## src/scfle_pkg.sv

```systemverilog
// Package: shared constants, command/status types and CRC helper for the line encoder.
`default_nettype none

package scfle_pkg;

    // HDLC flag pattern, sent without stuffing
    localparam logic [7:0]  FLAG_BYTE = 8'h7E;
    // Reflected CRC-16 polynomial
    localparam logic [15:0] CRC_POLY  = 16'h8408;
    // Number of consecutive ones that forces a stuffed zero
    localparam logic [2:0]  STUFF_RUN = 3'd5;

    // Byte source for the transmit shifter
    localparam logic [1:0] LD_FLAG   = 2'd0;
    localparam logic [1:0] LD_DATA   = 2'd1;
    localparam logic [1:0] LD_CRC_LO = 2'd2;
    localparam logic [1:0] LD_CRC_HI = 2'd3;

    // Commands from the controller to the datapath
    typedef struct packed {
        logic       accept;     // latch the incoming payload word
        logic       clear;      // clear CRC, ones run and packer (start of frame)
        logic       load;       // load the transmit shifter
        logic [1:0] load_sel;   // which byte to load
        logic       push;       // push one line symbol into the packer
        logic       sym;        // symbol value
        logic       bit_end;    // last symbol of a line bit: shift, update run
        logic       stuffable;  // bit counts toward the ones run
        logic       flush;      // release the held line byte as final of the run
        logic       frame_end;  // mark the released byte as end of frame
    } dp_cmd_t;

    // Status from the datapath to the controller
    typedef struct packed {
        logic cur_bit;     // line bit now at the head of the shifter
        logic will_stuff;  // this bit completes a run of ones
        logic push_ok;     // a symbol push will not lose a line byte
        logic pack_empty;  // packer sits on a byte boundary
        logic pend_valid;  // a completed line byte is held back
        logic out_free;    // output register can take a word this cycle
    } dp_stat_t;

    // Reflected CRC-16 update over one byte, LSB first
    function automatic logic [15:0] crc8_update(input logic [15:0] crc, input logic [7:0] d);
        logic [15:0] c;
        c = crc ^ {8'h00, d};
        for (int i = 0; i < 8; i++) begin
            if (c[0])
                c = (c >> 1) ^ CRC_POLY;
            else
                c = c >> 1;
        end
        return c;
    endfunction

endpackage

`default_nettype wire

```

## src/scfle_dp.sv

```systemverilog
// Datapath: CRC, transmit shifter, ones run, symbol packer, hold stage and output register.
`default_nettype none

module scfle_dp
    import scfle_pkg::*;
(
    input  wire logic       clk,
    input  wire logic       rst_n,
    input  wire logic [7:0] data_byte,
    input  wire dp_cmd_t    cmd,
    output dp_stat_t        stat,
    output logic            dst_valid,
    input  wire logic       dst_stall,
    output logic [7:0]      line_byte,
    output logic            last_of_run,
    output logic            frame_end
);

    logic [7:0]  data_reg,   data_next;
    logic [15:0] crc_reg,    crc_next;
    logic [7:0]  crc_hi_reg, crc_hi_next;
    logic [2:0]  run_reg,    run_next;
    logic [7:0]  tx_reg,     tx_next;
    logic [7:0]  pack_reg,   pack_next;
    logic [2:0]  cnt_reg,    cnt_next;
    logic [7:0]  pend_reg,   pend_next;
    logic        pend_valid_reg, pend_valid_next;
    logic        out_valid_reg,  out_valid_next;
    logic [7:0]  out_byte_reg,   out_byte_next;
    logic        out_last_reg,   out_last_next;
    logic        out_end_reg,    out_end_next;

    logic [7:0]  pack_new;
    logic        byte_done;
    logic        out_free;

    assign pack_new  = {cmd.sym, pack_reg[7:1]};
    assign byte_done = cmd.push && (cnt_reg == 3'd7);
    assign out_free  = !out_valid_reg || !dst_stall;

    // Report status to the controller
    always_comb
    begin
        stat.cur_bit    = tx_reg[7];
        stat.will_stuff = tx_reg[7] && (run_reg == (STUFF_RUN - 3'd1));
        stat.push_ok    = !((cnt_reg == 3'd7) && pend_valid_reg && !out_free);
        stat.pack_empty = (cnt_reg == 3'd0);
        stat.pend_valid = pend_valid_reg;
        stat.out_free   = out_free;
    end

    // Frame state, shifter and packer
    always_comb
    begin
        data_next   = data_reg;
        crc_next    = crc_reg;
        crc_hi_next = crc_hi_reg;
        run_next    = run_reg;
        tx_next     = tx_reg;
        pack_next   = pack_reg;
        cnt_next    = cnt_reg;

        if (cmd.accept)
            data_next = data_byte;

        if (cmd.clear)
        begin
            crc_next  = '0;
            run_next  = '0;
            pack_next = '0;
            cnt_next  = '0;
        end

        // Load the next byte to send; payload and CRC bytes feed the CRC
        if (cmd.load)
        begin
            case (cmd.load_sel)
                LD_FLAG:
                begin
                    tx_next = FLAG_BYTE;
                end
                LD_DATA:
                begin
                    tx_next  = data_reg;
                    crc_next = crc8_update(crc_reg, data_reg);
                end
                LD_CRC_LO:
                begin
                    tx_next     = crc_reg[7:0];
                    crc_hi_next = crc_reg[15:8];
                    crc_next    = crc8_update(crc_reg, crc_reg[7:0]);
                end
                LD_CRC_HI:
                begin
                    tx_next  = crc_hi_reg;
                    crc_next = crc8_update(crc_reg, crc_hi_reg);
                end
                default:
                begin
                    tx_next = FLAG_BYTE;
                end
            endcase
        end

        // Advance the shifter and the ones run at the end of a line bit
        if (cmd.bit_end)
        begin
            tx_next = {tx_reg[6:0], 1'b0};
            if (cmd.stuffable)
            begin
                if (!tx_reg[7])
                    run_next = '0;
                else if (run_reg == (STUFF_RUN - 3'd1))
                    run_next = '0;
                else
                    run_next = run_reg + 3'd1;
            end
        end

        // Pack symbols LSB first
        if (cmd.push)
        begin
            pack_next = pack_new;
            cnt_next  = cnt_reg + 3'd1;
        end
    end

    // Hold stage and output register
    always_comb
    begin
        pend_next       = pend_reg;
        pend_valid_next = pend_valid_reg;
        out_valid_next  = out_valid_reg;
        out_byte_next   = out_byte_reg;
        out_last_next   = out_last_reg;
        out_end_next    = out_end_reg;

        if (out_valid_reg && !dst_stall)
            out_valid_next = 1'b0;

        // A newer byte proves the held one is not the last of the run
        if (byte_done)
        begin
            if (pend_valid_reg)
            begin
                out_valid_next = 1'b1;
                out_byte_next  = pend_reg;
                out_last_next  = 1'b0;
                out_end_next   = 1'b0;
            end
            pend_next       = pack_new;
            pend_valid_next = 1'b1;
        end

        // Release the held byte as the last of the run
        if (cmd.flush)
        begin
            out_valid_next  = 1'b1;
            out_byte_next   = pend_reg;
            out_last_next   = 1'b1;
            out_end_next    = cmd.frame_end;
            pend_valid_next = 1'b0;
        end
    end

    // Control and frame state registers
    always_ff @(posedge clk or negedge rst_n)
    begin
        if (!rst_n)
        begin
            crc_reg        <= '0;
            run_reg        <= '0;
            pack_reg       <= '0;
            cnt_reg        <= '0;
            pend_valid_reg <= 1'b0;
            out_valid_reg  <= 1'b0;
        end
        else
        begin
            crc_reg        <= crc_next;
            run_reg        <= run_next;
            pack_reg       <= pack_next;
            cnt_reg        <= cnt_next;
            pend_valid_reg <= pend_valid_next;
            out_valid_reg  <= out_valid_next;
        end
    end

    // Payload registers
    always_ff @(posedge clk)
    begin
        data_reg     <= data_next;
        crc_hi_reg   <= crc_hi_next;
        tx_reg       <= tx_next;
        pend_reg     <= pend_next;
        out_byte_reg <= out_byte_next;
        out_last_reg <= out_last_next;
        out_end_reg  <= out_end_next;
    end

    assign dst_valid   = out_valid_reg;
    assign line_byte   = out_byte_reg;
    assign last_of_run = out_last_reg;
    assign frame_end   = out_end_reg;

`ifndef SYNTHESIS
    // A completed byte never overwrites a held byte that cannot move on
    a_no_overrun: assert property (@(posedge clk) disable iff (!rst_n)
        (byte_done && pend_valid_reg) |-> out_free)
        else $error("line byte overrun in hold stage");

    // A flush always has a held byte and room at the output
    a_flush_ok: assert property (@(posedge clk) disable iff (!rst_n)
        cmd.flush |-> (pend_valid_reg && out_free))
        else $error("flush without held byte or output room");

    // A flush shows up as a final word of the run
    a_flush_out: assert property (@(posedge clk) disable iff (!rst_n)
        cmd.flush |=> (out_valid_reg && out_last_reg && !pend_valid_reg))
        else $error("flush did not present final word");

    // The ones run never reaches the stuffing length
    a_run_range: assert property (@(posedge clk) disable iff (!rst_n)
        run_reg < STUFF_RUN)
        else $error("ones run out of range");
`endif

endmodule

`default_nettype wire

```

## src/scfle_ctrl.sv

```systemverilog
// Controller: sequences flags, payload, CRC bytes, stuffing, padding and the final flush.
`default_nettype none

module scfle_ctrl
    import scfle_pkg::*;
(
    input  wire logic     clk,
    input  wire logic     rst_n,
    input  wire logic     src_valid,
    output logic          src_stall,
    input  wire logic     first_of_frame,
    input  wire logic     last_of_frame,
    output dp_cmd_t       cmd,
    input  wire dp_stat_t stat
);

    localparam logic [2:0] ST_IDLE  = 3'd0;
    localparam logic [2:0] ST_LOAD  = 3'd1;
    localparam logic [2:0] ST_BIT   = 3'd2;
    localparam logic [2:0] ST_STUFF = 3'd3;
    localparam logic [2:0] ST_PAD   = 3'd4;
    localparam logic [2:0] ST_FLUSH = 3'd5;

    localparam logic [2:0] PH_FLAG1  = 3'd0;
    localparam logic [2:0] PH_DATA   = 3'd1;
    localparam logic [2:0] PH_CRC_LO = 3'd2;
    localparam logic [2:0] PH_CRC_HI = 3'd3;
    localparam logic [2:0] PH_FLAG2  = 3'd4;

    logic [2:0] state_reg,   state_next;
    logic [2:0] phase_reg,   phase_next;
    logic       last_reg,    last_next;
    logic [2:0] bit_cnt_reg, bit_cnt_next;
    logic [1:0] sym_idx_reg, sym_idx_next;

    logic       data_phase;
    logic [1:0] bit_sym_last;
    logic       bit_step;

    assign src_stall = (state_reg != ST_IDLE);

    // Sequence one line symbol per cycle while the datapath reports push_ok
    always_comb
    begin
        state_next   = state_reg;
        phase_next   = phase_reg;
        last_next    = last_reg;
        bit_cnt_next = bit_cnt_reg;
        sym_idx_next = sym_idx_reg;
        cmd          = '0;
        bit_step     = 1'b0;

        data_phase   = phase_reg inside {PH_DATA, PH_CRC_LO, PH_CRC_HI};
        // a one is sent as 001, a zero as 01
        bit_sym_last = stat.cur_bit ? 2'd2 : 2'd1;

        case (state_reg)
            ST_IDLE:
            begin
                if (src_valid)
                begin
                    cmd.accept = 1'b1;
                    cmd.clear  = first_of_frame;
                    last_next  = last_of_frame;
                    phase_next = first_of_frame ? PH_FLAG1 : PH_DATA;
                    state_next = ST_LOAD;
                end
            end
            ST_LOAD:
            begin
                cmd.load = 1'b1;
                case (phase_reg)
                    PH_DATA:   cmd.load_sel = LD_DATA;
                    PH_CRC_LO: cmd.load_sel = LD_CRC_LO;
                    PH_CRC_HI: cmd.load_sel = LD_CRC_HI;
                    default:   cmd.load_sel = LD_FLAG;
                endcase
                bit_cnt_next = '0;
                sym_idx_next = '0;
                state_next   = ST_BIT;
            end
            ST_BIT:
            begin
                if (stat.push_ok)
                begin
                    cmd.push = 1'b1;
                    cmd.sym  = (sym_idx_reg == bit_sym_last);
                    if (sym_idx_reg == bit_sym_last)
                    begin
                        cmd.bit_end   = 1'b1;
                        cmd.stuffable = data_phase;
                        sym_idx_next  = '0;
                        if (data_phase && stat.will_stuff)
                            state_next = ST_STUFF;
                        else
                            bit_step = 1'b1;
                    end
                    else
                    begin
                        sym_idx_next = sym_idx_reg + 2'd1;
                    end
                end
            end
            ST_STUFF:
            begin
                // stuffed zero: symbols 01
                if (stat.push_ok)
                begin
                    cmd.push = 1'b1;
                    cmd.sym  = (sym_idx_reg == 2'd1);
                    if (sym_idx_reg == 2'd1)
                    begin
                        sym_idx_next = '0;
                        bit_step     = 1'b1;
                    end
                    else
                    begin
                        sym_idx_next = sym_idx_reg + 2'd1;
                    end
                end
            end
            ST_PAD:
            begin
                if (stat.pack_empty)
                begin
                    state_next = ST_FLUSH;
                end
                else if (stat.push_ok)
                begin
                    cmd.push = 1'b1;
                    cmd.sym  = 1'b1;
                end
            end
            ST_FLUSH:
            begin
                if (!stat.pend_valid)
                begin
                    state_next = ST_IDLE;
                end
                else if (stat.out_free)
                begin
                    cmd.flush     = 1'b1;
                    cmd.frame_end = last_reg;
                    state_next    = ST_IDLE;
                end
            end
            default:
            begin
                state_next = ST_IDLE;
            end
        endcase

        // Advance to the next bit, or to the next byte of the frame
        if (bit_step)
        begin
            if (bit_cnt_reg != 3'd7)
            begin
                bit_cnt_next = bit_cnt_reg + 3'd1;
                state_next   = ST_BIT;
            end
            else
            begin
                case (phase_reg)
                    PH_FLAG1:
                    begin
                        phase_next = PH_DATA;
                        state_next = ST_LOAD;
                    end
                    PH_DATA:
                    begin
                        if (last_reg)
                        begin
                            phase_next = PH_CRC_LO;
                            state_next = ST_LOAD;
                        end
                        else
                        begin
                            state_next = ST_FLUSH;
                        end
                    end
                    PH_CRC_LO:
                    begin
                        phase_next = PH_CRC_HI;
                        state_next = ST_LOAD;
                    end
                    PH_CRC_HI:
                    begin
                        phase_next = PH_FLAG2;
                        state_next = ST_LOAD;
                    end
                    PH_FLAG2:
                    begin
                        state_next = ST_PAD;
                    end
                    default:
                    begin
                        state_next = ST_FLUSH;
                    end
                endcase
            end
        end
    end

    // State registers
    always_ff @(posedge clk or negedge rst_n)
    begin
        if (!rst_n)
        begin
            state_reg   <= ST_IDLE;
            phase_reg   <= PH_FLAG1;
            last_reg    <= 1'b0;
            bit_cnt_reg <= '0;
            sym_idx_reg <= '0;
        end
        else
        begin
            state_reg   <= state_next;
            phase_reg   <= phase_next;
            last_reg    <= last_next;
            bit_cnt_reg <= bit_cnt_next;
            sym_idx_reg <= sym_idx_next;
        end
    end

endmodule

`default_nettype wire

```

## src/stuffed_crc_frame_line_encoder_core.sv

```systemverilog
// Top level: bit-stuffing CRC-16 frame line encoder, controller plus datapath.
//
// Usage: payload words (data_byte with first_of_frame / last_of_frame marks) enter on the
// src channel (src_valid / src_stall); line bytes leave on the dst channel (dst_valid /
// dst_stall) with last_of_run on the final line byte caused by a payload word and
// frame_end on the padded closing byte of a frame.
// One payload word is worked at a time; src_stall is high from acceptance until its last
// line byte has moved into the output register.
// The controller emits one line symbol per cycle while push_ok allows it: 2 symbols per zero
// bit, 3 per one bit, 2 more per stuffed zero, plus one load step per byte sent.
// A plain payload word passes through accept, load, 16..28 symbols and flush; a first mark
// adds a flag (a load and 22 symbols); a last mark adds two CRC bytes, a closing flag, a
// pad check and up to 7 padding symbols.
// The latest completed line byte is held back one stage until it is known whether it is
// the last of its run; the final flush waits for the output register to be free, so a
// word stalled at the output holds off acceptance of the next payload word.
// When dst_stall is high, symbol generation pauses when a new line byte completes with
// both the hold stage and the output register full, and the flush waits as above.
// Reset (rst_n, asynchronous) clears the CRC, ones run, packer and all valid flags.
`default_nettype none

module stuffed_crc_frame_line_encoder_core
    import scfle_pkg::*;
(
    input  wire logic       clk,
    input  wire logic       rst_n,
    input  wire logic       src_valid,
    output logic            src_stall,
    input  wire logic [7:0] data_byte,
    input  wire logic       first_of_frame,
    input  wire logic       last_of_frame,
    output logic            dst_valid,
    input  wire logic       dst_stall,
    output logic [7:0]      line_byte,
    output logic            last_of_run,
    output logic            frame_end
);

    dp_cmd_t  cmd;
    dp_stat_t stat;

    // Sequencer
    scfle_ctrl u_ctrl (
        .clk            (clk),
        .rst_n          (rst_n),
        .src_valid      (src_valid),
        .src_stall      (src_stall),
        .first_of_frame (first_of_frame),
        .last_of_frame  (last_of_frame),
        .cmd            (cmd),
        .stat           (stat)
    );

    // CRC, stuffing, symbol packing and output
    scfle_dp u_dp (
        .clk         (clk),
        .rst_n       (rst_n),
        .data_byte   (data_byte),
        .cmd         (cmd),
        .stat        (stat),
        .dst_valid   (dst_valid),
        .dst_stall   (dst_stall),
        .line_byte   (line_byte),
        .last_of_run (last_of_run),
        .frame_end   (frame_end)
    );

endmodule

`default_nettype wire

```

## config.mk

```make
export PLATFORM = sky130hd
export DESIGN_NAME = stuffed_crc_frame_line_encoder_core
export DESIGN_NICKNAME = d
export VERILOG_FILES = /design/src/scfle_pkg.sv /design/src/scfle_dp.sv /design/src/scfle_ctrl.sv /design/src/stuffed_crc_frame_line_encoder_core.sv
export SDC_FILE = /design/constraint.sdc
export NUM_CORES = 1
export LEC_CHECK = 0
export BUFFER_PORTS_ARGS = -buffer_cell sky130_fd_sc_hd__buf_2
export CAP_MARGIN = 20
export CORE_UTILIZATION = 56
export CTS_BUF_LIST = sky130_fd_sc_hd__clkbuf_16
export CTS_CLUSTER_DIAMETER = 150
export DETAILED_ROUTE_END_ITERATION = 12
export PLACE_DENSITY = 0.76
export SYNTH_ARGS = -nofsm -noshare
export SYNTH_HDL_FRONTEND = slang
export SYNTH_SLANG_ARGS = --single-unit
```

## constraint.sdc

```tcl
create_clock -name clk -period 2.9 [get_ports clk]
set_input_delay 0.58 -clock clk [delete_from_list [all_inputs] [get_ports clk]]
set_output_delay 0.58 -clock clk [all_outputs]
set_load 0.02 [all_outputs]
```

==> out/summary.txt <==
Final Slew Violations = 0
Final setup TNS = 0 ns
Synth area leaders = edfxtp_1 27%, dfrtp_1 24%, xnor2_1 6.9%
Tot Pwr = 5.18 mW
Layout cells sized above 1 = 14.6%
Leak Pwr = 2.02 nW
Hold buffer count at CTS = 0
Cells after Synth = 408
Critical Path Source = u_ctrl.state_reg[2]
Port Buf Inserts = 25
Clock Latency Late Sink = 0.34 ns
CTS resizes = 0
H-tree levels = 3
Final setup viols = 0
Clock Pin Slew Worst Setup and Hold Paths = 0.07 ns
DRC Markers = 0
Relative slew slack = 52.2%
TritonCTS Buffers = 9
Area occupied by multi-input gates = 1960 um2
WP data arrival = 2.63 ns
Post-synth cell types = 62
Rows = 32
Worst setup EP type = flip-flop
IO Pins = 26
Violation count after the first detailed-route iteration = 214
Number of diodes = 0
Detailed Routing Iterations Pass 1 = 5
RR Startpoint = u_ctrl.state_reg[2]
Asr flop ratio synth = 50.6%
Layout Skew = 0.00976 ns
Synth-to-layout area growth = 12.4%
Wire per inst = 16.9 um
Pwr dens = 1040 nW/um2
Status = completed
Setup Fix Bufs, Post-CTS = 0
Final-layout fill cell count = 603
Worst Setup Path Type = reg -> reg
Routed vias/inst = 5.77
CTS max path bufs = 2
Mapped Nets = 431
CTS sink count = 85
Synth warn = 0
Synth Area per Inst = 10.9 um2
Max frequency = 0.406 GHz
NumNets Final = 456
Fin crit period = 2.46 ns
Largest net degree at the start of global routing = 44
ANT nets after route = 0
Vias in the first global route = 3051
Initial antenna violation count = 0
Core region area = 7690 um2
Fin crit share = 84.8%
Crit path max fanout = 15
Sequential area share after synthesis = 52.2%
Number of flip-flops in the largest register = 16
Root Buffer = clkbuf_16
Leading area contributor after synthesis = edfxtp_1
Post-synth EDFFs = 40
DIE AREA = 8280 um2
GRT Total Usage = 24.4%
Most frequent cells in the layout = 62 x nand2_1, 43 x dfrtp_1, 40 x edfxtp_1
CP required = 3.07 ns
Post-synth top area share = 27.1%
Commonest non-fill, non-tap cell in the layout = nand2_1
Routed WL = 9110 um
First-pass GRT wire length = 15400 um
Die width = 91.0 um
Metal3 WL = 390 um
Die Ht = 91.0 um
Wl on met1 = 4010 um
DR vias = 3115
Highest routed layer = met4
Hold_ws = 0.125 ns
Worst vdd ir = 0.000670 V
Grt total ovfl = 0
CTS tree = done
Unrepaired setup endpoints after global routing = false
Type of origin of the critical path = flip-flop
DR WL met2 = 4560 um
Hold Path Class = in -> async
Mapped Area = 4440 um2
Number of synthesized register bits = 85
Final number of hold-violating endpoints = 0
Placer congestion estimate = 0.845
Storage cell area = 2320 um2
Primary FF master, synth = dfrtp_1
Starting Density = 57.7%
Detailed Place HPWL = 6440 um
Max Cap Violations = 0
Worst-margin pin slew = 0.717 ns
## per-stage QoR
| stage | cells | util [%] | setup WS, ns | area [um2] |
|---|---|---|---|---|
| CTS | 539 | 64.6 | 0.424 | 4970 |
| finish | 540 | 64.9 | 0.440 | 4990 |
| global route | 540 | 64.9 | 0.291 | 4990 |
| global placement | 523 | 60.7 | 0.606 | 4670 |
| floorplan | 408 | - | 0.779 | 4440 |
| detailed placement | 523 | 60.7 | 0.442 | 4670 |
## power by group
part           internal, mW  switching, mW
Clock                 0.612          0.533
Combinational         0.910           1.10
Sequential             1.68          0.342
Total                  3.21           1.98
## synth_stat cells (all sizes together), types with 3 or more instances
master / instances
nor3: 4
a31o: 3
a21oi: 19
nand2: 62
dfrtp: 43
inv: 18
nand2b: 6
nor2: 20
edfxtp: 40
nand3: 11
mux2i: 9
xnor3: 3
o221ai: 6
or3b: 4
a211o: 3
o31ai: 5
buf: 6
nor2b: 4
ha: 9
o211ai: 4
clkbuf: 15
o21a: 3
a22o: 4
xnor2: 35
a211oi: 4
o22ai: 3
xor2: 8
and3: 3
o21ai: 21
## cells by family after synthesis
family                   after synthesis  share of synthesized area (%)
flip-flops                            85                           52.2
adder cells (fa/ha/maj)                9                           2.54
buffers and inverters                 39                           3.55
AO/OA/AOI/OAI                         91                           15.0
multiplexers                          11                           2.54
XOR/XNOR                              47                           10.5
AND/OR/NAND/NOR                      126                           13.6
## final cells by class
class                           count  area share [%]
Sequential cell                    85            46.5
Multi-Input combinational cell    284            39.3
Clock buffer                        9            4.52
Timing Repair Buffer               35            4.26
Inverter                           18            1.35
Tap cell                          102            2.56
Clock inverter                      7            1.53
## critical path, cell delays in order, from the launching register on
cell      delay [ns]
dfrtp_1         0.47
or3b_1          0.51
or3b_1          0.56
nor2_4          0.39
a211oi_1        0.15
o21ai_0         0.22
## path summary, 6_finish.rpt
kind / cells past startpoint / slack (ns) / end
worst max register to register: 5 / 0.44 / u_dp.tx_reg[6]
max in group asynchronous: 2 / 2.30 / u_dp.crc_reg[10]
worst max-delay path: 5 / 0.44 / u_dp.tx_reg[6]
worst min register to register: 0 / 0.42 / u_dp.line_byte[3]
min in group clk: 1 / 0.41 / u_dp.data_reg[5]
worst min-delay path: 1 / 0.13 / u_ctrl.sym_idx_reg[1]
## layer usage
| layer | vias to the layer above | track usage, % |
|---|---|---|
| li1 | 1511 | - |
| met1 | 1491 | 31.7 |
| met2 | 100 | 40.0 |
| met3 | 13 | 4.27 |
| met4 | 0 | 11.0 |
| met5 | - | 0 |
Power figures use the tool's default switching activity.
